`src/hdl/pr_pkg.sv`:
```
// Shared types and constants for the particle resampler.
package pr_pkg;

  localparam int MAX_PARTICLES = 64;
  localparam int IDX_W = $clog2(MAX_PARTICLES);
  localparam int CNT_W = 7;
  localparam int VAL_W = 16;
  localparam int TOT_W = 22;
  localparam int PROD_W = VAL_W + TOT_W;

  // One loaded particle as it travels from the front to the back.
  typedef struct packed {
    logic [VAL_W-1:0] weight;
    logic [VAL_W-1:0] uniform;
    logic [IDX_W-1:0] slot;
    logic             round_end;
    logic [TOT_W-1:0] total;
  } pr_item_t;

  // Handshake pair of the queue ports.
  typedef struct packed {
    logic valid;
    logic ready;
  } pr_hs_t;

  typedef enum logic [3:0] {
    B_LOAD,
    B_RANK,
    B_RANK_WR,
    B_W_INIT,
    B_W_FETCH,
    B_W_CMP,
    B_W_ADV,
    B_W_WAIT
  } pr_bstate_t;

endpackage

```
`src/hdl/pr_queue.sv`:
```
// Two-entry queue between the front and the back.
module pr_queue (
  input  logic             clk,
  input  logic             rst_n,
  input  pr_pkg::pr_hs_t   push_hs,
  output logic             push_ready,
  input  pr_pkg::pr_item_t push_item,
  output logic             pop_valid,
  input  logic             pop_ready,
  output pr_pkg::pr_item_t pop_item
);

  pr_pkg::pr_item_t ent_r [2];
  logic       wp_r, wp_nxt, rp_r, rp_nxt;
  logic [1:0] cnt_r, cnt_nxt;
  logic       push, pop;

  assign push_ready = (cnt_r != 2'd2);
  assign pop_valid  = (cnt_r != 2'd0);
  assign pop_item   = ent_r[rp_r];
  assign push       = push_hs.valid && push_hs.ready;
  assign pop        = pop_valid && pop_ready;

  // Pointer and fill bookkeeping.
  always_comb begin
    wp_nxt  = push ? ~wp_r : wp_r;
    rp_nxt  = pop ? ~rp_r : rp_r;
    cnt_nxt = cnt_r + {1'b0, push} - {1'b0, pop};
  end

  always_ff @(posedge clk) begin
    if (!rst_n) begin
      wp_r  <= 1'b0;
      rp_r  <= 1'b0;
      cnt_r <= 2'd0;
    end else begin
      wp_r  <= wp_nxt;
      rp_r  <= rp_nxt;
      cnt_r <= cnt_nxt;
    end
  end

  always_ff @(posedge clk) begin
    if (push) begin
      ent_r[wp_r] <= push_item;
    end
  end

endmodule

```
`config.mk`:
```
export PLATFORM = sky130hd
export DESIGN_NAME = pr_queue
export DESIGN_NICKNAME = d
export VERILOG_FILES = /design/src/hdl/pr_pkg.sv /design/src/hdl/pr_queue.sv
export SDC_FILE = /design/constraint.sdc
export NUM_CORES = 1
export LEC_CHECK = 0
export BUFFER_PORTS_ARGS = -buffer_cell sky130_fd_sc_hd__buf_2
export CORE_ASPECT_RATIO = 0.5
export CORE_UTILIZATION = 55
export DETAILED_ROUTE_END_ITERATION = 8
export GPL_ROUTABILITY_DRIVEN = 0
export HOLD_SLACK_MARGIN = 0.1
export PLACE_DENSITY = 0.95
export SYNTH_ARGS = -nofsm -noshare
export SYNTH_HDL_FRONTEND = slang
export SYNTH_SLANG_ARGS = --single-unit
```
`constraint.sdc`:
```
create_clock -name clk -period 9.4 [get_ports clk]
set_input_delay 2.82 -clock clk [delete_from_list [all_inputs] [get_ports clk]]
set_output_delay 2.82 -clock clk [all_outputs]
set_load 0.05 [all_outputs]
```
==> results.py <==
metrics = {
    "status": {
        "status": "finished, final reports clean",
    },
    "layout": {
        "areaGrowthSynthToFinish_pct": 28.4,
        "fillers": 471,
        "layout.nets": 428,
        "final_area_mm2": 0.00596,
        "drive_above_1_share": 0.568,
        "fin_cells": 486,
    },
    "timing": {
        "clock_skew_ns": 0.00485,
        "maxSlewViolCount": 0,
        "fmax_mhz": 202,
        "rsz0062_at_grt": "false",
        "min_period_ns": 4.95,
        "tightest_slew_ns": 0.786,
        "setup_violations": 0,
        "fin_crit_sh": 0.527,
        "relSlewSlack": 0.475,
        "final.setup.tns_ns": 0,
        "final_hold_viol_count": 0,
    },
    "power_and_ir_drop": {
        "comb_power_share": 0.232,
        "ir_drop_mv": 0.149,
        "clkPwrFrac": 0.364,
        "powerDensity_mw_per_mm2": 273,
        "power.switching_uw": 490,
        "p_int_uw": 1140,
        "switching_share": 0.301,
        "sequentialPowerShare": 0.404,
        "p_leak_uw": 0.00223,
    },
    "floorplan": {
        "coreArea_mm2": 0.00809,
        "start_util": 0.574,
        "die_h_um": 67.0,
        "die_w_um": 132,
        "io_pins": 129,
        "rows": 23,
        "dieArea_mm2": 0.00884,
    },
    "setup_path": {
        "critPathTopFamily": "buffers and inverters",
        "crit_arrival_ns": 2.13,
        "r2r_slack_ns": 7.47,
        "reg2reg_depth": 2,
        "worstPathCellList": "buf_4 -> mux2_2 -> buf_2",
        "reg2reg_to": "ent_r[0][44]",
        "end_kind": "output port",
        "worstPathMaxFanout": 53,
        "r2r_start": "wp_r",
        "path_buf_inv": 2,
        "critPathMaxStageDelay_ns": 0.59,
        "required_ns": 6.58,
        "cpMaxStageDelayCell": "buf_4",
        "crit_path_start_kind": "flop",
        "worstSetupPathType": "flop to output port",
    },
    "route": {
        "ant_nets": 0,
        "drt_pass1_iterations": 4,
        "post-route-drc-count": 0,
        "wl_mm": 8.47,
        "drtIter0Drc": 176,
        "avgRoutedWirePerCell_um": 17.4,
        "num_vias": 2493,
        "viasPerCell": 5.13,
    },
    "clocking": {
        "cts_setup_buffers": 0,
        "holdBufCountCts": 0,
        "h-tree-depth": 4,
        "clockRootBuffer": "clkbuf_16",
        "cts_resized": 0,
        "cts_made_buffers": 17,
        "cts_sinks": 127,
        "cts_buffer_depth": 2,
        "path_clk_slew_ns": 0.05,
        "clock_latency_ns": 0.40,
        "cts_tree": "built",
    },
    "worst_hold_path": {
        "hold_class": "flop to flop",
        "min_path_cells": 2,
        "min_from": "rp_r",
    },
    "synth": {
        "synthCells": 218,
        "synthDistinctLibCells": 23,
        "syn_avg_cell_area_um2": 21.3,
        "synth_area_mm2": 0.00464,
        "ys_ff_latch": 127,
        "yosysSeqAreaShare": 0.810,
        "yosysWarnings": 0,
        "syn_nets": 285,
    },
    "placed_design": {
        "hpwl_mm": 5.33,
        "placedInstanceArea_mm2": 0.00542,
        "dp.cells": 454,
        "port-buffer-count": 128,
    },
    "global_route": {
        "grt_pass1_vias": 2595,
        "grtUsageTotal": 0.204,
        "grt_first_pass_wirelength_mm": 12.6,
        "grt_start_max_net_pins": 62,
        "antenna_found_initial": 0,
        "grt-ovfl-total": 0,
    },
    "run": {
        "maxCapViolCount": 0,
    },
}
==> how the worst max path moves through the flow <==
stage,to,depth (start not counted)
finish,pop_item[44],3
CTS,pop_item[44],3
global route,pop_item[44],3
detailed placement,ent_r[0][31],4
global placement,ent_r[0][31],4
floorplan,ent_r[0][0],2
==> flip-flops by register name (all words and copies together) (netlist names), named ones only <==
signal,flops
cnt_r,2
wp_r,1
ent_r,122
rp_r,1
==> tightest hold or removal path, cell delays in order (launching register included) <==
cell	delay [ns]
dfxtp_1	0.32
xnor2_1	0.08
and2_1	0.15
==> Yosys cell counts <==
library cell / number / area (um^2)
o21a_1: 1 / 7.51
nor2_1: 2 / 7.51
a21oi_1: 1 / 5.00
nand2_1: 1 / 3.75
buf_2: 7 / 35.0
mux2_1: 7 / 78.8
and2_1: 4 / 25.0
a21boi_2: 1 / 11.3
dfxtp_1: 5 / 100
ha_1: 1 / 12.5
o21ai_1: 1 / 5.00
edfxtp_1: 122 / 3660
mux2i_1: 1 / 10.0
and3_1: 1 / 6.26
and4_1: 1 / 8.76
or3_1: 1 / 6.26
or2_2: 1 / 6.26
xor2_1: 1 / 8.76
nand3b_1: 2 / 15.0
nand3_1: 1 / 5.00
xnor2_1: 1 / 8.76
mux2_2: 54 / 608
nand2b_1: 1 / 6.26
==> kinds of logic after synthesis <==
group	synth area share
flops	0.810
mux	0.150
simple gates	0.0194
compound gates	0.00619
buf+inv	0.00754
fa+ha+maj	0.00269
xor+xnor	0.00377
==> stage by stage <==
step | hold WS (ns) | utilization | worst slack (ns) | total power [uW]
floorplan | 0.542 | - | 3.43 | 969
global placement | 0.561 | 0.671 | 4.87 | 1040
detailed placement | 0.582 | 0.671 | 4.73 | 1050
CTS | 0.588 | 0.737 | 4.44 | 1640
global route | 0.607 | 0.737 | 4.34 | 1680
finish | 0.587 | 0.737 | 4.45 | 1630
==> area by class of cell <==
type / count / area [um^2] / share of cell area
flip-flops and latches: 127 / 3760 / 0.631
multi-input cells: 84 / 855 / 0.143
repair buffers: 131 / 663 / 0.111
clock buffers: 21 / 440 / 0.0739
well taps: 112 / 140 / 0.0235
clock inverters: 10 / 96.3 / 0.0162
diodes: 1 / 2.50 / 0.000420
==> metal layers <==
layer,GRT usage,routed length (um),vias up
met1,0.203,3220,1242
met4,0.129,199,0
met5,0,0,-
met3,0.0723,322,23
li1,-,-,1158
met2,0.376,4730,70
==> cells in the final DEF (no fill, tap or decap), types with 2 or more instances in the layout <==
cell type / count
nand3b_1: 2
edfxtp_1: 122
clkbuf_1: 4
and2_1: 4
buf_2: 128
clkinv_2: 2
clkinv_1: 5
buf_4: 3
mux2_2: 54
mux2_1: 7
clkbuf_16: 17
dfxtp_1: 4
bufinv_16: 2
==> power groups by stage <==
| stage | combinational [uW] | sequential [uW] | clock, uW |
|---|---|---|---|
| final | 377 | 659 | 593 |
| after floorplan | 305 | 664 | 0 |
| after detailed placement | 376 | 670 | 0 |
| after global placement | 369 | 668 | 0 |
| after CTS | 379 | 659 | 600 |
| after global routing | 392 | 661 | 627 |
(Power assumes the default switching activity.)
