==> config.mk <==
export PLATFORM = sky130hd
export DESIGN_NAME = pr_back
export DESIGN_NICKNAME = d
export VERILOG_FILES = /design/src/hdl/pr_pkg.sv /design/src/hdl/pr_back.sv
export SDC_FILE = /design/constraint.sdc
export NUM_CORES = 2
export LEC_CHECK = 0
export ABC_CLOCK_PERIOD_IN_PS = 17000
export BUFFER_PORTS_ARGS = -buffer_cell sky130_fd_sc_hd__clkbuf_2
export CORE_MARGIN = 5
export CORE_UTILIZATION = 44
export DETAILED_ROUTE_END_ITERATION = 12
export PLACE_DENSITY = 0.59
export SETUP_SLACK_MARGIN = 0.15
export SLEW_MARGIN = 20
export SYNTH_ARGS = -nofsm -noshare
export SYNTH_HDL_FRONTEND = slang
export SYNTH_SLANG_ARGS = --single-unit
export TNS_END_PERCENT = 10
==> constraint.sdc <==
create_clock -name clk -period 17 [get_ports clk]
set_input_delay 3.4 -clock clk [delete_from_list [all_inputs] [get_ports clk]]
set_output_delay 3.4 -clock clk [all_outputs]
set_load 0.1 [all_outputs]
==> src/hdl/pr_pkg.sv <==
// Shared types and constants for the particle resampler.
package pr_pkg;

  localparam int MAX_PARTICLES = 64;
  localparam int IDX_W = $clog2(MAX_PARTICLES);
  localparam int CNT_W = 7;
  localparam int VAL_W = 16;
  localparam int TOT_W = 22;
  localparam int PROD_W = VAL_W + TOT_W;

  // One loaded particle as it travels from the front to the back.
  typedef struct packed {
    logic [VAL_W-1:0] weight;
    logic [VAL_W-1:0] uniform;
    logic [IDX_W-1:0] slot;
    logic             round_end;
    logic [TOT_W-1:0] total;
  } pr_item_t;

  // Handshake pair of the queue ports.
  typedef struct packed {
    logic valid;
    logic ready;
  } pr_hs_t;

  typedef enum logic [3:0] {
    B_LOAD,
    B_RANK,
    B_RANK_WR,
    B_W_INIT,
    B_W_FETCH,
    B_W_CMP,
    B_W_ADV,
    B_W_WAIT
  } pr_bstate_t;

endpackage

==> src/hdl/pr_back.sv <==
// Back end: stores a round, ranks the uniforms and walks cumulative weights.
module pr_back (
  input  logic                         clk,
  input  logic                         rst_n,
  input  logic                         pop_valid,
  output logic                         pop_ready,
  input  pr_pkg::pr_item_t             pop_item,
  output logic                         out_valid,
  input  logic                         out_ready,
  output logic [pr_pkg::IDX_W-1:0]     out_parent_index,
  output logic                         out_last_flag
);

  logic [pr_pkg::VAL_W-1:0] wmem [pr_pkg::MAX_PARTICLES];
  logic [pr_pkg::VAL_W-1:0] umem [pr_pkg::MAX_PARTICLES];
  logic [pr_pkg::VAL_W-1:0] smem [pr_pkg::MAX_PARTICLES];
  logic [pr_pkg::VAL_W-1:0] w_rd, ua_rd, ub_rd, s_rd;

  pr_pkg::pr_bstate_t st_r, st_nxt;
  logic [pr_pkg::CNT_W-1:0]  m_r, m_nxt;
  logic [pr_pkg::TOT_W-1:0]  tot_r, tot_nxt;
  logic [pr_pkg::IDX_W-1:0]  i_r, i_nxt;
  logic [pr_pkg::CNT_W-1:0]  j_r, j_nxt;
  logic [pr_pkg::IDX_W-1:0]  jd_r;
  logic                      cv_r;
  logic [pr_pkg::IDX_W-1:0]  rank_r, rank_nxt;
  logic [pr_pkg::IDX_W-1:0]  cnt_r, cnt_nxt;
  logic [pr_pkg::TOT_W-1:0]  cum_r, cum_nxt;
  logic [pr_pkg::PROD_W-1:0] prod_r;
  logic                      ov_r, ov_nxt;
  logic [pr_pkg::IDX_W-1:0]  op_r;
  logic                      ol_r;

  logic                      wr_load, wr_sort, load_prod, emit;
  logic                      inc, adv, free, is_last;
  logic [pr_pkg::IDX_W-1:0]  rank_fin, w_addr;
  logic [pr_pkg::TOT_W-1:0]  samp;

  assign out_valid        = ov_r;
  assign out_parent_index = op_r;
  assign out_last_flag    = ol_r;

  // Datapath conditions shared by the blocks below.
  always_comb begin
    inc      = cv_r && ((ub_rd < ua_rd) || ((ub_rd == ua_rd) && (jd_r < i_r)));
    rank_fin = rank_r + pr_pkg::IDX_W'(inc);
    samp     = prod_r[pr_pkg::PROD_W-1:pr_pkg::VAL_W];
    adv      = !(cum_r > samp)
               && ((pr_pkg::CNT_W'(cnt_r) + pr_pkg::CNT_W'(1)) < m_r);
    free     = !ov_r || out_ready;
    is_last  = (pr_pkg::CNT_W'(i_r) + pr_pkg::CNT_W'(1)) == m_r;
    w_addr   = (st_r == pr_pkg::B_W_INIT) ? '0 : cnt_r + pr_pkg::IDX_W'(1);
  end

  // Next state.
  always_comb begin
    st_nxt = st_r;
    case (st_r)
      pr_pkg::B_LOAD: begin
        if (pop_valid && pop_item.round_end) begin
          st_nxt = pr_pkg::B_RANK;
        end
      end
      pr_pkg::B_RANK: begin
        if (j_r == m_r) begin
          st_nxt = pr_pkg::B_RANK_WR;
        end
      end
      pr_pkg::B_RANK_WR: st_nxt = is_last ? pr_pkg::B_W_INIT : pr_pkg::B_RANK;
      pr_pkg::B_W_INIT:  st_nxt = pr_pkg::B_W_FETCH;
      pr_pkg::B_W_FETCH: st_nxt = pr_pkg::B_W_CMP;
      pr_pkg::B_W_CMP: begin
        if (adv) begin
          st_nxt = pr_pkg::B_W_ADV;
        end else if (free) begin
          st_nxt = is_last ? pr_pkg::B_LOAD : pr_pkg::B_W_WAIT;
        end
      end
      pr_pkg::B_W_ADV:  st_nxt = pr_pkg::B_W_CMP;
      pr_pkg::B_W_WAIT: st_nxt = pr_pkg::B_W_FETCH;
      default:          st_nxt = pr_pkg::B_LOAD;
    endcase
  end

  // Outputs and counters.
  always_comb begin
    pop_ready = 1'b0;
    wr_load   = 1'b0;
    wr_sort   = 1'b0;
    load_prod = 1'b0;
    emit      = 1'b0;
    m_nxt     = m_r;
    tot_nxt   = tot_r;
    i_nxt     = i_r;
    j_nxt     = j_r;
    rank_nxt  = rank_r;
    cnt_nxt   = cnt_r;
    cum_nxt   = cum_r;
    ov_nxt    = ov_r && !out_ready;
    case (st_r)
      pr_pkg::B_LOAD: begin
        pop_ready = 1'b1;
        if (pop_valid) begin
          wr_load = 1'b1;
          m_nxt   = pr_pkg::CNT_W'(pop_item.slot) + pr_pkg::CNT_W'(1);
          tot_nxt = pop_item.total;
          i_nxt   = '0;
          j_nxt   = '0;
          rank_nxt = '0;
        end
      end
      pr_pkg::B_RANK: begin
        rank_nxt = rank_fin;
        if (j_r != m_r) begin
          j_nxt = j_r + pr_pkg::CNT_W'(1);
        end
      end
      pr_pkg::B_RANK_WR: begin
        wr_sort  = 1'b1;
        rank_nxt = '0;
        j_nxt    = '0;
        i_nxt    = is_last ? '0 : i_r + pr_pkg::IDX_W'(1);
      end
      pr_pkg::B_W_INIT: begin
        cnt_nxt = '0;
      end
      pr_pkg::B_W_FETCH: begin
        load_prod = 1'b1;
        if (i_r == '0) begin
          cum_nxt = pr_pkg::TOT_W'(w_rd);
        end
      end
      pr_pkg::B_W_CMP: begin
        if (adv) begin
          cnt_nxt = cnt_r + pr_pkg::IDX_W'(1);
          cum_nxt = cum_r + pr_pkg::TOT_W'(w_rd);
        end else if (free) begin
          emit   = 1'b1;
          ov_nxt = 1'b1;
          i_nxt  = i_r + pr_pkg::IDX_W'(1);
        end
      end
      default: begin
      end
    endcase
  end

  always_ff @(posedge clk) begin
    if (!rst_n) begin
      st_r <= pr_pkg::B_LOAD;
      ov_r <= 1'b0;
      cv_r <= 1'b0;
    end else begin
      st_r <= st_nxt;
      ov_r <= ov_nxt;
      cv_r <= (st_r == pr_pkg::B_RANK) && (j_r != m_r);
    end
  end

  // Payload registers.
  always_ff @(posedge clk) begin
    m_r    <= m_nxt;
    tot_r  <= tot_nxt;
    i_r    <= i_nxt;
    j_r    <= j_nxt;
    jd_r   <= j_r[pr_pkg::IDX_W-1:0];
    rank_r <= rank_nxt;
    cnt_r  <= cnt_nxt;
    cum_r  <= cum_nxt;
    if (load_prod) begin
      prod_r <= pr_pkg::PROD_W'(s_rd) * pr_pkg::PROD_W'(tot_r);
    end
    if (emit) begin
      op_r <= cnt_r;
      ol_r <= is_last;
    end
  end

  // Particle and sorted sample memories with registered reads.
  always_ff @(posedge clk) begin
    if (wr_load) begin
      wmem[pop_item.slot] <= pop_item.weight;
      umem[pop_item.slot] <= pop_item.uniform;
    end
    if (wr_sort) begin
      smem[rank_fin] <= ua_rd;
    end
    w_rd  <= wmem[w_addr];
    ua_rd <= umem[i_r];
    ub_rd <= umem[j_r[pr_pkg::IDX_W-1:0]];
    s_rd  <= smem[i_r];
  end

endmodule

==> results.md <==
- F_max: 0.1391 GHz
- DRC viols: 0
- CP Launch Type: register
- Leak Pwr: 53.25 nW
- Clk pin slew, worst setup/hold paths: 60 ps
- Routed WL: 409300 um
- Multi-input gate area: 0.04540 mm^2
- Hpwl dp: 242800 um
- Slew headroom: 18.03%
- # resized after CTS: 0
- Number of synthesized register bits: 3252
- # H-tree levels: 5
- Max_cap viols: 0
- Critical Path Sink Type: register
- Int Power: 0.01654 W
- GP Congestion: 0.8250
- Cell area after synthesis: 0.1451 mm^2
- Final setup viols: 0
- TritonCTS Buffers: 341
- Mapped Cells: 7891
- Routed len/inst: 32.23 um
- Num rows: 210
- Initial Utilization: 44.23%
- Filler instances: 26625
- CTS tree: built
- ANT nets after route: 0
- Min cycle time layout: 7188 ps
- Layout cell share with drive strength beyond 1: 24.97%
- DRT iter0 DRCs: 9048
- Max VDD drop: 0.3909 mV
- Drt first pass iters: 5
- I/O Buffers: 73
- Vias/cell: 6.162
- Setup Buffers After CTS: 0
- Chip width: 584.2 um
- GRT overflow: 0
- Ports: 74
- Tot GR Track Use: 23.77%
- Synth Area in XOR/XNOR: 0.4287%
- Root Buffer: clkbuf_16
- Largest net degree at the start of global routing: 143
- Clock Skews: 86.62 ps
- Vias in the first global route: 78891
- Async S/R FF share, synth: 0%
- Area delta synth->final: 12.15%
- Mean Syn Cell Area: 18.38 um^2
- Seq/Total Area, Yosys: 66.81%
- Final Worst Setup Slack: 9812 ps
- CP Max Fanout: 22
- CP Class: register to register
- Hold Fails Final Rpt: 0
- Worst-Skew Late Latency: 920 ps
- Final Max Slew Viols: 0
- Core ar.: 0.3279 mm^2
- # hold bufs at CTS: 0
- Post-synth EDFFs: 3177
- Worst Path Required: 17610 ps
- Simple-Gate Fraction of Synth Area: 4.147%
- Die Y: 584.2 um
- Final period utilization: 42.28%
- Setup TNS: 0 ps
- Top_reg_cell synth: edfxtp_1
- Die area: 0.3412 mm^2
- Commonest non-fill, non-tap cell in the layout: edfxtp_1
- RSZ-0062 raised after global routing: no
- Clk sinks: 3252
- Clock group share of total power: 30.8%
- Initial antenna violation count: 31
- Status: completed
- Post-synthesis compound-gate area fraction: 3.084%
- Signal arrival time at the worst endpoint: 7800 ps
- Hold Path Class: register to register
- Mux contribution to synthesized area: 17.74%
- Sequential power share: 38.8%
- Nets: 8591
- PD cells: 147.6 mW/mm^2
- Place WS: 9601 ps
- Slew @ Worst Pin: 1224 ps
- Global-route wire length before repair: 585800 um
- Sw frac: 31.10%
- Ys Warns: 0
- Largest family of logic cells by synthesized area: multiplexers
- Synth Area in Adders: 5.381%
- Sw power: 0.007468 W
- Syn nets: 8413
- Comb pwr share: 30.4%
- Total number of vias: 78250
- Clock Path Buffers: 4
- Design Power: 0.02401 W
- Distinct cell type count after synthesis: 66
- Commonest non-fill, non-tap cells in the layout: edfxtp_1 (3177), mux4_2 (1063), nand2_1 (579), inv_1 (392), clkbuf_16 (348)
- Register area: 0.09692 mm^2
power groups by stage:
stage                     Sequential, W  Clock [W]  Combinational [W]
after floorplan                 0.00947          0            0.00530
after global placement          0.00948          0            0.00734
after detailed placement        0.00948          0            0.00725
after CTS                       0.00931    0.00752            0.00740
after global routing            0.00931    0.00787            0.00825
final                           0.00931    0.00741            0.00730
worst max-delay path: stages (launching register included):
cell,delay (ps)
dfxtp_1,880
nand2_1,190
fa_1,570
inv_1,50
fa_1,540
inv_1,60
fa_1,490
inv_1,50
fa_1,540
inv_1,80
fa_1,500
inv_1,60
fa_1,450
ha_1,320
a21oi_1,140
o21ai_0,130
a2111oi_0,550
nand4_1,310
a31o_2,320
a211oi_1,350
o21ai_0,160
xnor2_1,150
per-layer routing:
| layer | global-route usage (%) | up-vias | share of wire (%) |
|---|---|---|---|
| met1 | 33.75 | 42170 | 41 |
| met5 | 0 | - | 0.0081 |
| met3 | 4.011 | 622 | 8.2 |
| met2 | 38.54 | 3554 | 48 |
| li1 | - | 31898 | - |
| met4 | 6.139 | 6 | 2.8 |
sequential cells by signal, indices dropped and copies added (netlist names), 7 cells and up:
register / flops
cum_r: 22
j_r: 7
m_r: 7
prod_r: 22
s_rd: 16
smem: 1024
tot_r: 22
ua_rd: 16
ub_rd: 16
umem: 1024
w_rd: 16
wmem: 1024
per-stage QoR:
step	instance area [um^2]	instances	utilization, %	hold WS (ps)
floorplan	145100	7891	-	346.2
global placement	151500	12067	46.21	511.0
detailed placement	151600	12069	46.22	512.4
CTS	162500	12682	49.57	526.0
global route	162700	12691	49.60	538.4
finish	162700	12699	49.61	524.1
synthesized netlist by cell type, drive strengths merged (30+ instances only):
master / number / area [um^2]
and2: 157 / 982.2
edfxtp: 3177 / 95400
o21ai: 149 / 745.7
buf: 197 / 940.9
clkbuf: 285 / 1070
a21oi: 163 / 815.8
dfxtp: 75 / 1501
a31oi: 37 / 231.5
inv: 396 / 1486
nand3: 129 / 645.6
a211oi: 42 / 315.3
mux2: 59 / 664.4
and3: 53 / 331.6
fa: 278 / 5565
ha: 179 / 2240
xnor2: 45 / 394.1
mux4: 1063 / 23940
nor2: 241 / 907.1
mux2i: 113 / 1131
o221ai: 66 / 578.1
nor3: 41 / 205.2
nand4: 30 / 187.7
nand2: 583 / 2188
layout make-up:
cell class              count  share of cell area [%]
multi-input cells        3761                   27.91
flip-flops and latches   3252                   59.58
repair buffers            317                   1.474
inverters                 396                  0.9253
clock inverters           186                   1.170
clock buffers             427                   5.573
well taps                4346                   3.343
diodes                     14                 0.02154
worst paths after layout:
check	from	endpoint	slack (ps)	cells past startpoint
min	j_r[0]$_SDFFCE_PN0P_	jd_r[0]$_DFF_P_	520	0
min reg2reg	j_r[0]$_SDFFCE_PN0P_	jd_r[0]$_DFF_P_	520	0
max	s_rd[1]$_DFF_P_	prod_r[37]$_DFFE_PN_	9810	21
max reg2reg	s_rd[1]$_DFF_P_	prod_r[37]$_DFFE_PN_	9810	21
logic make-up after synthesis:
group	count (synthesis)
AOI/OAI and AO/OA	679
xor gates and xnor gates	71
and+or+nand+nor	1319
adders and majority gates	457
buffers and inverters	878
muxes	1235
DFF	3252
Note: power is estimated with default switching activity, not from simulation.
