[src/hdl/pr_pkg.sv]
// Shared types and constants for the particle resampler.
package pr_pkg;

  localparam int MAX_PARTICLES = 64;
  localparam int IDX_W = $clog2(MAX_PARTICLES);
  localparam int CNT_W = 7;
  localparam int VAL_W = 16;
  localparam int TOT_W = 22;
  localparam int PROD_W = VAL_W + TOT_W;

  // One loaded particle as it travels from the front to the back.
  typedef struct packed {
    logic [VAL_W-1:0] weight;
    logic [VAL_W-1:0] uniform;
    logic [IDX_W-1:0] slot;
    logic             round_end;
    logic [TOT_W-1:0] total;
  } pr_item_t;

  // Handshake pair of the queue ports.
  typedef struct packed {
    logic valid;
    logic ready;
  } pr_hs_t;

  typedef enum logic [3:0] {
    B_LOAD,
    B_RANK,
    B_RANK_WR,
    B_W_INIT,
    B_W_FETCH,
    B_W_CMP,
    B_W_ADV,
    B_W_WAIT
  } pr_bstate_t;

endpackage

[src/hdl/pr_front.sv]
// Front end: accepts input beats, assigns slots and tracks the round total.
module pr_front (
  input  logic                         clk,
  input  logic                         rst_n,
  input  logic                         in_valid,
  output logic                         in_ready,
  input  logic [pr_pkg::VAL_W-1:0]     in_weight,
  input  logic [pr_pkg::VAL_W-1:0]     in_uniform,
  input  logic                         cfg_valid,
  output logic                         cfg_ready,
  input  logic [pr_pkg::CNT_W-1:0]     cfg_particle_count,
  output pr_pkg::pr_hs_t               push_hs,
  input  logic                         push_ready,
  output pr_pkg::pr_item_t             push_item
);

  logic [pr_pkg::CNT_W-1:0] count_r, count_nxt;
  logic [pr_pkg::CNT_W-1:0] load_r, load_nxt;
  logic [pr_pkg::TOT_W-1:0] total_r, total_nxt;
  logic [pr_pkg::CNT_W-1:0] eff;
  logic [pr_pkg::IDX_W-1:0] slot;
  logic [pr_pkg::CNT_W-1:0] m;
  logic [pr_pkg::TOT_W-1:0] sum;
  logic                     accept;

  assign cfg_ready = 1'b1;
  assign in_ready  = push_ready;
  assign accept    = in_valid && push_ready;

  // Clamp the configured count into the supported range.
  always_comb begin
    if (count_r == '0) begin
      eff = pr_pkg::CNT_W'(1);
    end else if (count_r > pr_pkg::CNT_W'(pr_pkg::MAX_PARTICLES)) begin
      eff = pr_pkg::CNT_W'(pr_pkg::MAX_PARTICLES);
    end else begin
      eff = count_r;
    end
  end

  // Slot assignment, running sum and round end detection.
  always_comb begin
    if (load_r >= pr_pkg::CNT_W'(pr_pkg::MAX_PARTICLES)) begin
      slot = pr_pkg::IDX_W'(pr_pkg::MAX_PARTICLES - 1);
    end else begin
      slot = load_r[pr_pkg::IDX_W-1:0];
    end
    m   = pr_pkg::CNT_W'(slot) + pr_pkg::CNT_W'(1);
    sum = total_r + pr_pkg::TOT_W'(in_weight);
    push_item.weight    = in_weight;
    push_item.uniform   = in_uniform;
    push_item.slot      = slot;
    push_item.round_end = (m >= eff);
    push_item.total     = sum;
    push_hs.valid = in_valid;
    push_hs.ready = push_ready;
  end

  always_comb begin
    count_nxt = count_r;
    load_nxt  = load_r;
    total_nxt = total_r;
    if (cfg_valid) begin
      count_nxt = cfg_particle_count;
    end
    if (accept) begin
      if (push_item.round_end) begin
        load_nxt  = '0;
        total_nxt = '0;
      end else begin
        load_nxt  = m;
        total_nxt = sum;
      end
    end
  end

  always_ff @(posedge clk) begin
    if (!rst_n) begin
      count_r <= pr_pkg::CNT_W'(pr_pkg::MAX_PARTICLES);
      load_r  <= '0;
      total_r <= '0;
    end else begin
      count_r <= count_nxt;
      load_r  <= load_nxt;
      total_r <= total_nxt;
    end
  end

endmodule

[config.mk]
export PLATFORM = sky130hd
export DESIGN_NAME = pr_front
export DESIGN_NICKNAME = d
export VERILOG_FILES = /design/src/hdl/pr_pkg.sv /design/src/hdl/pr_front.sv
export SDC_FILE = /design/constraint.sdc
export NUM_CORES = 1
export LEC_CHECK = 0
export BUFFER_PORTS_ARGS = -buffer_cell sky130_fd_sc_hd__buf_4
export CAP_MARGIN = 0
export CORE_ASPECT_RATIO = 0.8
export CORE_MARGIN = 4
export CORE_UTILIZATION = 55
export CTS_CLUSTER_SIZE = 8
export DETAILED_ROUTE_END_ITERATION = 8
export PLACE_DENSITY = 0.95
export SLEW_MARGIN = 20
export SYNTH_ARGS = -nofsm -noshare
export SYNTH_HDL_FRONTEND = slang
export SYNTH_SLANG_ARGS = --single-unit
[constraint.sdc]
create_clock -name clk -period 8.64 [get_ports clk]
set_input_delay 1.728 -clock clk [delete_from_list [all_inputs] [get_ports clk]]
set_output_delay 1.728 -clock clk [all_outputs]
set_load 0.02 [all_outputs]
==> impl_metrics.json, run 1 <==
{
  "place_area_mm2": 0.003288,
  "finalSetupTns_ps": 0,
  "synthesis.nets": 451,
  "num_rows": 23,
  "avgSynthCellArea_um2": 7.969,
  "reg2reg_depth": 11,
  "clkTransAtPathRegs_ps": 80,
  "cts_setup_buffers": 0,
  "crit_family": "compound AO/OA/AOI/OAI gates",
  "grt_max_degree": 33,
  "ys.flop_type": "dfxtp_1",
  "fp.dieH_um": 74.54,
  "cts_sinks": 36,
  "vdd_drop_max_v": 0.00008648,
  "die_w_um": 91.18,
  "mostFrequentLayoutCell": "buf_4",
  "finalNetCount": 474,
  "ioPinCount": 109,
  "crit_type": "in2out",
  "hold_viol_final": 0,
  "ant_nets": 0,
  "p_leak_nw": 1.568,
  "gp_congestion": 0.9112,
  "initial_core_util": 0.5877,
  "power_density_mw_per_mm2": 148.0,
  "path_buf_inv": 2,
  "critPathMostFrequentCell": "buf_4",
  "vias": 2876,
  "ys_ff_latch": 36,
  "crit_slowest_cell": "a22oi_1",
  "cts_hold_buf": 0,
  "synth_edf_count": 0,
  "drtIter0Drc": 334,
  "final_area_mm2": 0.003403,
  "reg2reg_to": "total_r[18]",
  "area_growth_pct": 11.80,
  "worstReg2RegStart": "load_r[6]",
  "min_from": "load_r[5]",
  "cp.required_ps": 6910,
  "drive_gt1_frac": 0.2463,
  "fin_crit_sh": 0.6537,
  "syn-instance-count": 382,
  "period_needed_ps": 5648,
  "ff2ff_setup_slack_ps": 5110,
  "hold_class": "reg2reg",
  "grt_pass1_vias": 2877,
  "path_cells": "buf_4, ha_1, a211oi_1, o21bai_1, a311o_1, a22oi_1, nor2_1, xor2_1, buf_4",
  "max_stage_delay_ps": 480,
  "cap_violations": 0,
  "arrival_ps": 3920,
  "cts_tree": "yes",
  "drc": 0,
  "core-area_mm2": 0.005180,
  "num_antenna_cells": 0,
  "outcome": "finished, final reports clean",
  "overflow": 0,
  "cts-root-buf": "clkbuf_8",
  "final_core_util": 0.6570,
  "routed_wirelength_mm": 7.764,
  "yosysWarnings": 0,
  "grt_use_total": 0.2350,
  "first_pass_iters": 5,
  "crit_path_max_fanout": 6,
  "startpoint_type": "input port",
  "drv_slew": 0,
  "syn_area_mm2": 0.003044,
  "cts_buffers": 5,
  "crit_path_end_kind": "primary output",
  "holdPathEnd": "load_r[5]",
  "port_buffers": 75,
  "clkLatencyLatePin_ps": 300,
  "cts.repair.resized": 0,
  "fin_skew_ps": 8.587,
  "slew_headroom": 0.3373,
  "die_area_mm2": 0.006796,
  "ctsHtreeMaxLevel": 2,
  "clk_path_buf_depth": 2,
  "antenna_found_initial": 0,
  "routedWlPerCell_um": 16.59,
  "min_path_cells": 2,
  "worst_slew_pin_slew_ps": 993.0,
  "async_reset_ff_frac": 0,
  "setup_violations": 0,
  "place_hpwl_mm": 5.887,
  "grt_first_pass_wirelength_mm": 13.06,
  "timing.fmax_mhz": 177.0,
  "rsz0062_at_grt": "no",
  "yosysUniqueCellTypes": 64,
  "route.detailed.vias_per_inst": 6.145,
  "layout_common_cells": "76 x buf_4, 36 x nand2_1, 36 x dfxtp_1",
  "seq_area_frac_synth": 0.2367
}
==> power by group <==
| group | leakage, nW | internal [mW] | switching [mW] |
|---|---|---|---|
| Clock | 0.0541 | 0.0854 | 0.0662 |
| Sequential | 0.293 | 0.174 | 0.00514 |
| Combinational | 1.22 | 0.0709 | 0.103 |
| Total | 1.57 | 0.330 | 0.174 |
==> registers in the layout, indices dropped and copies added (netlist names) <==
| signal | cells |
|---|---|
| total_r | 22 |
| load_r | 7 |
| count_r | 7 |
==> final cells by class <==
type	count	area, um2
clock buffers	5	68.82
clock inverters	3	42.54
fillers	442	1777
inverters	7	26.28
multi-input cells	279	1897
flip-flops and latches	36	720.7
well taps	62	77.57
repair buffers	76	570.5
==> cell families after synthesis <==
family                     synth area share
buffers and inverters                0.1414
muxes                               0.01973
xor gates and xnor gates            0.06617
adders and majority gates            0.1052
DFF                                  0.2367
AOI/OAI and AO/OA                    0.2183
other                              0.001232
and+or+nand+nor                      0.2113
==> worst min-delay path: cells and delay by family (launching register included) <==
kind	cells	cell delay, ps
AO/OA/AOI/OAI	1	50
AND/OR/NAND/NOR	1	50
flip-flops	1	320
==> metal layers <==
| layer | track usage | share of wire |
|---|---|---|
| met1 | 0.2826 | 0.42 |
| met2 | 0.3940 | 0.46 |
| met3 | 0.07078 | 0.098 |
| met4 | 0.1070 | 0.024 |
| met5 | 0 | 0 |
==> synth_stat cells (6+ instances only) <==
library cell	n	area, um2
dfxtp_1	36	720.7
ha_1	24	300.3
nand3_1	26	130.1
o21ai_1	6	30.03
a22oi_1	6	45.04
mux2i_1	6	60.06
buf_4	38	285.3
xor2_1	10	87.58
xnor2_1	13	113.9
a21oi_1	27	135.1
inv_1	7	26.28
o21ai_0	6	30.03
nor2_1	26	97.59
clkbuf_1	10	37.54
nand2_1	36	135.1
==> through the flow <==
stage | instances | total power [mW] | hold WS, ps | setup slack, ps
2_1_floorplan | 382 | 0.3144 | 426.7 | 3280
3_3_place_gp | 460 | 0.3485 | 435.1 | 3093
3_5_place_dp | 460 | 0.3537 | 444.0 | 3003
4_1_cts | 468 | 0.5043 | 455.6 | 2991
5_1_grt | 468 | 0.5298 | 489.4 | 2854
6_report | 468 | 0.5038 | 457.1 | 2992
==> worst max path at each step <==
| stage | slack, ps | depth (start not counted) | end | from |
|---|---|---|---|---|
| detailed placement | 3000 | 9 | push_item[21] | in_weight[1] |
| finish | 2990 | 9 | push_item[21] | in_weight[1] |
| global route | 2850 | 9 | push_item[21] | in_weight[1] |
| global placement | 3090 | 9 | push_item[21] | in_weight[1] |
| floorplan | 3280 | 8 | push_item[20] | in_weight[9] |
| CTS | 2990 | 9 | push_item[21] | in_weight[1] |
Note: power is estimated with default switching activity, not from simulation.
==> inputs of run 2 (changes only) <==
Settings changed: ABC_AREA set to 1, CORE_UTILIZATION 55 to 46, PLACE_DENSITY 0.95 to 0.86.
Clock period 8.64 ns to 5.1 ns, I/O delays scaled along.
==> impl_metrics.json, run 2 <==
{
  "fp.dieH_um": 81.96,
  "startpoint_type": "input port",
  "syn_area_mm2": 0.003146,
  "drtIter0Drc": 163,
  "ctsHtreeMaxLevel": 2,
  "p_leak_nw": 1.892,
  "die_w_um": 100.5,
  "grt_first_pass_wirelength_mm": 13.25,
  "drc": 0,
  "drv_slew": 0,
  "overflow": 0,
  "crit_path_end_kind": "primary output",
  "avgSynthCellArea_um2": 6.204,
  "cp.required_ps": 4080,
  "antenna_found_initial": 0,
  "synth_top_family_by_area": "simple AND/OR/NAND/NOR gates",
  "cts_tree": "yes",
  "max_stage_delay_ps": 460,
  "layout_common_cells": "152 x nand2_1, 75 x buf_4, 56 x nor2_1",
  "synth_edf_count": 0,
  "area_growth_pct": 14.64,
  "grt_use_total": 0.1996,
  "period_needed_ps": 3904,
  "synth_mux_area_frac": 0,
  "cts_sinks": 36,
  "ys_ff_latch": 36,
  "synthesis.nets": 576,
  "critPathMostFrequentCell": "nand2_1",
  "crit_type": "in2out",
  "clkTransAtPathRegs_ps": 70,
  "final_area_mm2": 0.003606,
  "yosysWarnings": 0,
  "cap_violations": 0,
  "vdd_drop_max_v": 0.0001566,
  "cts_hold_buf": 0,
  "yosys-top-cells-area": "dfxtp_1 23%, nand2_1 18%, ha_1 9.5%",
  "largest_reg_flops": 22,
  "ant_nets": 0,
  "yosys.area.top_type": "dfxtp_1",
  "grt_max_degree": 27,
  "fin_skew_ps": 9.854,
  "initial_core_util": 0.4835,
  "path_cells": "buf_4, ha_1, fa_1, nand2_1, nand2_1, nand3b_1, nand2_1, nand2_1, nand2_2, nand2_1, nand2_1, and2_2, buf_4",
  "reg_top3": "total_r x22, count_r x7, load_r x7",
  "stdcell_count": 631,
  "rsz0062_at_grt": "no",
  "place_hpwl_mm": 6.414,
  "synthAdderAreaFrac": 0.1018,
  "worst_slew_pin_slew_ps": 1016,
  "mostFrequentLayoutCell": "nand2_1",
  "final_core_util": 0.5542,
  "syn-instance-count": 507,
  "die_area_mm2": 0.008233,
  "crit_slowest_cell": "fa_1",
  "arrival_ps": 2880,
  "drive_gt1_frac": 0.1682,
  "vias": 3248,
  "ioPinCount": 109,
  "finalSetupTns_ps": 0,
  "top_register": "total_r",
  "num_rows": 26,
  "setup_violations": 0,
  "hold_viol_final": 0,
  "fin_ws_ps": 1196,
  "hold_class": "reg2reg",
  "core-area_mm2": 0.006506,
  "cts_setup_buffers": 0,
  "synth.most_common_cell": "nand2_1",
  "yosysUniqueCellTypes": 33,
  "synth_xor_area_frac": 0.02784,
  "yosysTopAreaCellShare": 0.2291,
  "clkLatencyLatePin_ps": 310,
  "gp_congestion": 0.9082,
  "grt_pass1_vias": 3038,
  "routedWlPerCell_um": 12.85,
  "ys.flop_type": "dfxtp_1",
  "fin_crit_sh": 0.7655,
  "fillers": 662,
  "async_reset_ff_frac": 0,
  "route.detailed.vias_per_inst": 5.147,
  "outcome": "finished, final reports clean",
  "seq_area_frac_synth": 0.2291,
  "cts-root-buf": "clkbuf_8",
  "routed_wirelength_mm": 8.110,
  "finalNetCount": 615,
  "synth_compound_area_frac": 0.1110,
  "port_buffers": 75,
  "pre_cts_ws_ps": 1202,
  "first_pass_iters": 5,
  "power_density_mw_per_mm2": 231.3,
  "slew_headroom": 0.3207,
  "crit_path_max_fanout": 4,
  "num_antenna_cells": 0,
  "placedCellCount": 623,
  "yosys.area_share.simple": 0.3652,
  "place_area_mm2": 0.003512,
  "cts.repair.resized": 0,
  "clk_path_buf_depth": 2,
  "timing.fmax_mhz": 256.1,
  "cts_buffers": 5,
  "synth_common_cells": "152 x nand2_1, 56 x nor2_1, 54 x inv_1"
}
==> run 2: cell count changes after synthesis, moves of 5 or more <==
cell      before  now
a21oi_1       27   39
xnor2_1       13    1
and2_1         5   12
nand2_1       36  152
mux2i_1        6    0
o21ai_0        6   16
nor2_1        26   56
a21o_1         5    0
clkbuf_1      10    5
inv_1          7   54
o21ai_1        6    1
==> run 2: path summary, 6_finish.rpt <==
| path | from | endpoint | slack [ps] | cells past startpoint |
|---|---|---|---|---|
| min | load_r[1] | load_r[1] | 470 | 2 |
| max | in_weight[0] | push_item[20] | 1200 | 13 |
| min reg2reg | load_r[1] | load_r[1] | 470 | 2 |
| max reg2reg | load_r[6] | total_r[12] | 2080 | 14 |
==> run 2: power breakdown <==
part	switching [mW]	internal, mW	total [mW]
Combinational	0.183	0.118	0.301
Sequential	0.0104	0.297	0.307
Clock	0.115	0.110	0.225
Total	0.309	0.525	0.834
==> run 2: worst max-delay path, delay by kind of cell <==
family        cells  cell delay, ps
buf+inv           2             270
simple gates      9             870
fa+ha+maj         2             710
==> run 2: layer usage <==
layer / up-vias / GRT usage / part of all wire / wire length [um]
met5: - / 0 / 0 / 0
met4: 0 / 0.06057 / 0.012 / 95
met3: 13 / 0.04839 / 0.081 / 654
met2: 128 / 0.3353 / 0.45 / 3621
met1: 1457 / 0.2543 / 0.46 / 3738
li1: 1650 / - / - / -
==> run 2: through the flow <==
step	total power [mW]	hold WS [ps]
2_1_floorplan	0.5334	440.1
3_3_place_gp	0.6075	447.8
3_5_place_dp	0.6137	454.6
4_1_cts	0.8397	465.3
5_1_grt	0.8888	484.0
6_report	0.8339	467.4
==> run 2: area by class of cell <==
| type | count | area [um2] | area share |
|---|---|---|---|
| inverters | 57 | 214.0 | 0.05933 |
| multi-input cells | 371 | 1909 | 0.5295 |
| well taps | 84 | 105.1 | 0.02915 |
| clock inverters | 1 | 7.507 | 0.002082 |
| repair buffers | 75 | 563.0 | 0.1561 |
| clock buffers | 7 | 86.33 | 0.02394 |
| flip-flops and latches | 36 | 720.7 | 0.1999 |
==> run 2: kinds of logic after synthesis <==
kind of cell    count (synthesis)
compound gates                 65
xor+xnor                       10
fa+ha+maj                      25
buf+inv                       100
flops                          36
other cells                     1
simple gates                  270
==> inputs of run 3 (changes only) <==
Clock period 5.1 ns to 3.5 ns, I/O delays scaled along.
==> impl_metrics.json, run 3 (synthesis results as in run 2) <==
{
  "initial_core_util": 0.4835,
  "routedWlPerCell_um": 13.30,
  "fin_skew_ps": 7.075,
  "power_density_mw_per_mm2": 350.3,
  "hold_class": "reg2reg",
  "switching_share": 0.3571,
  "cap_violations": 0,
  "finalSetupTns_ps": 0,
  "crit_type": "in2out",
  "worst_slew_pin_slew_ps": 864.0,
  "combPwrFrac": 0.349,
  "die_area_mm2": 0.008233,
  "vias": 3296,
  "antenna_found_initial": 0,
  "period_needed_ps": 3268,
  "fin_crit_sh": 0.9337,
  "crit_slowest_cell": "fa_1",
  "min_from": "load_r[5]",
  "ff2ff_setup_slack_ps": 540,
  "min_path_cells": 2,
  "path_cells": "buf_4, ha_1, fa_1, nand2_1, nand2_1, nand3b_1, nand2_1, nand2_1, nand2_2, nand2_1, nand2_1, and2_2, buf_4",
  "clkLatencyLatePin_ps": 300,
  "port_buffers": 75,
  "drc": 0,
  "met1_usage": 0.2595,
  "overflow": 0,
  "ioPinCount": 109,
  "grt_first_pass_wirelength_mm": 13.87,
  "worstReg2RegStart": "load_r[6]",
  "cts_setup_buffers": 0,
  "reg2reg_to": "total_r[12]",
  "ant_nets": 0,
  "grt_use_met2": 0.3644,
  "regArea_um2": 721.9,
  "first_pass_iters": 5,
  "drive_gt1_frac": 0.1715,
  "top_usage_layer": "met2",
  "p_seq_frac": 0.352,
  "core-area_mm2": 0.006506,
  "fillers": 657,
  "cts_sinks": 36,
  "cts_tree": "yes",
  "crit_path_end_kind": "primary output",
  "cp.required_ps": 2800,
  "timing.fmax_mhz": 306.0,
  "fp.dieH_um": 81.96,
  "mostFrequentLayoutCell": "nand2_1",
  "rsz0062_at_grt": "no",
  "clk_path_buf_depth": 2,
  "grt_use_total": 0.2056,
  "cts_buffers": 5,
  "p_int_mw": 0.8171,
  "finalNetCount": 616,
  "route.detailed.vias_per_inst": 5.215,
  "cts-root-buf": "clkbuf_8",
  "gp_congestion": 0.9114,
  "clkPwrFrac": 0.298,
  "arrival_ps": 2570,
  "globalRouteMet3Util": 0.04584,
  "startpoint_type": "input port",
  "num_rows": 26,
  "drtIter0Drc": 264,
  "netSwitchingPower_mw": 0.4539,
  "clkTransAtPathRegs_ps": 80,
  "crit_start": "in_weight[0]",
  "drv_slew": 0,
  "multi_input_area_mm2": 0.001909,
  "area_growth_pct": 15.35,
  "layout_common_cells": "152 x nand2_1, 76 x buf_4, 56 x nor2_1",
  "hold_viol_final": 0,
  "ctsHtreeMaxLevel": 2,
  "power.total_mw": 1.271,
  "top_register": "total_r",
  "grt_pass1_vias": 3169,
  "grt_max_degree": 26,
  "max_stage_delay_ps": 460,
  "reg2reg_depth": 14,
  "num_antenna_cells": 0,
  "place_hpwl_mm": 6.631,
  "holdPathEnd": "load_r[5]",
  "die_w_um": 100.5,
  "largest_reg_flops": 22,
  "setup_violations": 0,
  "reg_top3": "total_r x22, count_r x7, load_r x7",
  "slew_headroom": 0.4234,
  "vdd_drop_max_v": 0.0001864,
  "routed_wirelength_mm": 8.403,
  "p_leak_nw": 1.908,
  "outcome": "finished, final reports clean",
  "critPathMostFrequentCell": "nand2_1",
  "crit_path_max_fanout": 4
}
[run 3: area by class of cell]
cell class	instances	area share
Multi-Input combinational cell	371	0.5262
Sequential cell	36	0.1990
Timing Repair Buffer	76	0.1572
Inverter	57	0.05897
Tap cell	84	0.02897
Clock buffer	6	0.02000
Clock inverter	2	0.009655
[run 3: how the worst max path moves through the flow]
stage                    endpoint  slack [ps]
floorplan           push_item[20]         670
global placement    push_item[20]         290
detailed placement  push_item[20]         250
CTS                 push_item[22]         190
global route        push_item[22]          20
finish              push_item[20]         230
[run 3: layer usage]
metal / vias to the layer above / routed length [um]
met3: 16 / 689
met1: 1480 / 3762
met2: 147 / 3859
met4: 0 / 92
met5: - / 0
li1: 1653 / -
[run 3: stage by stage]
| stage | hold slack, ps | utilization | area (um2) | setup slack (ps) | cells |
|---|---|---|---|---|---|
| after floorplan | 440.1 | - | 3146 | 666.0 | 507 |
| after global placement | 447.9 | 0.5410 | 3520 | 291.9 | 624 |
| after detailed placement | 456.4 | 0.5410 | 3520 | 247.8 | 624 |
| after CTS | 467.8 | 0.5575 | 3627 | 189.0 | 632 |
| after global routing | 495.3 | 0.5577 | 3628 | 23.76 | 632 |
| final | 471.4 | 0.5577 | 3628 | 232.0 | 632 |
[run 3: power groups by stage]
| stage | registers [mW] | clock network [mW] | logic, mW |
|---|---|---|---|
| global route | 0.450 | 0.402 | 0.490 |
| detailed placement | 0.457 | 0 | 0.440 |
| CTS | 0.448 | 0.384 | 0.442 |
| floorplan | 0.453 | 0 | 0.324 |
| global placement | 0.456 | 0 | 0.430 |
| finish | 0.448 | 0.379 | 0.444 |
[run 3: what timing repair did]
item | 4_1_cts | 5_1_grt
setup endpoints to repair | 0 | 1
hold buffers | 0 | 0
gates resized for setup | 0 | 1
[run 3: critical path, delay by kind of cell]
kind	cells	cell delay (ps)
fa+ha+maj	2	710
buf+inv	2	260
simple gates	9	890
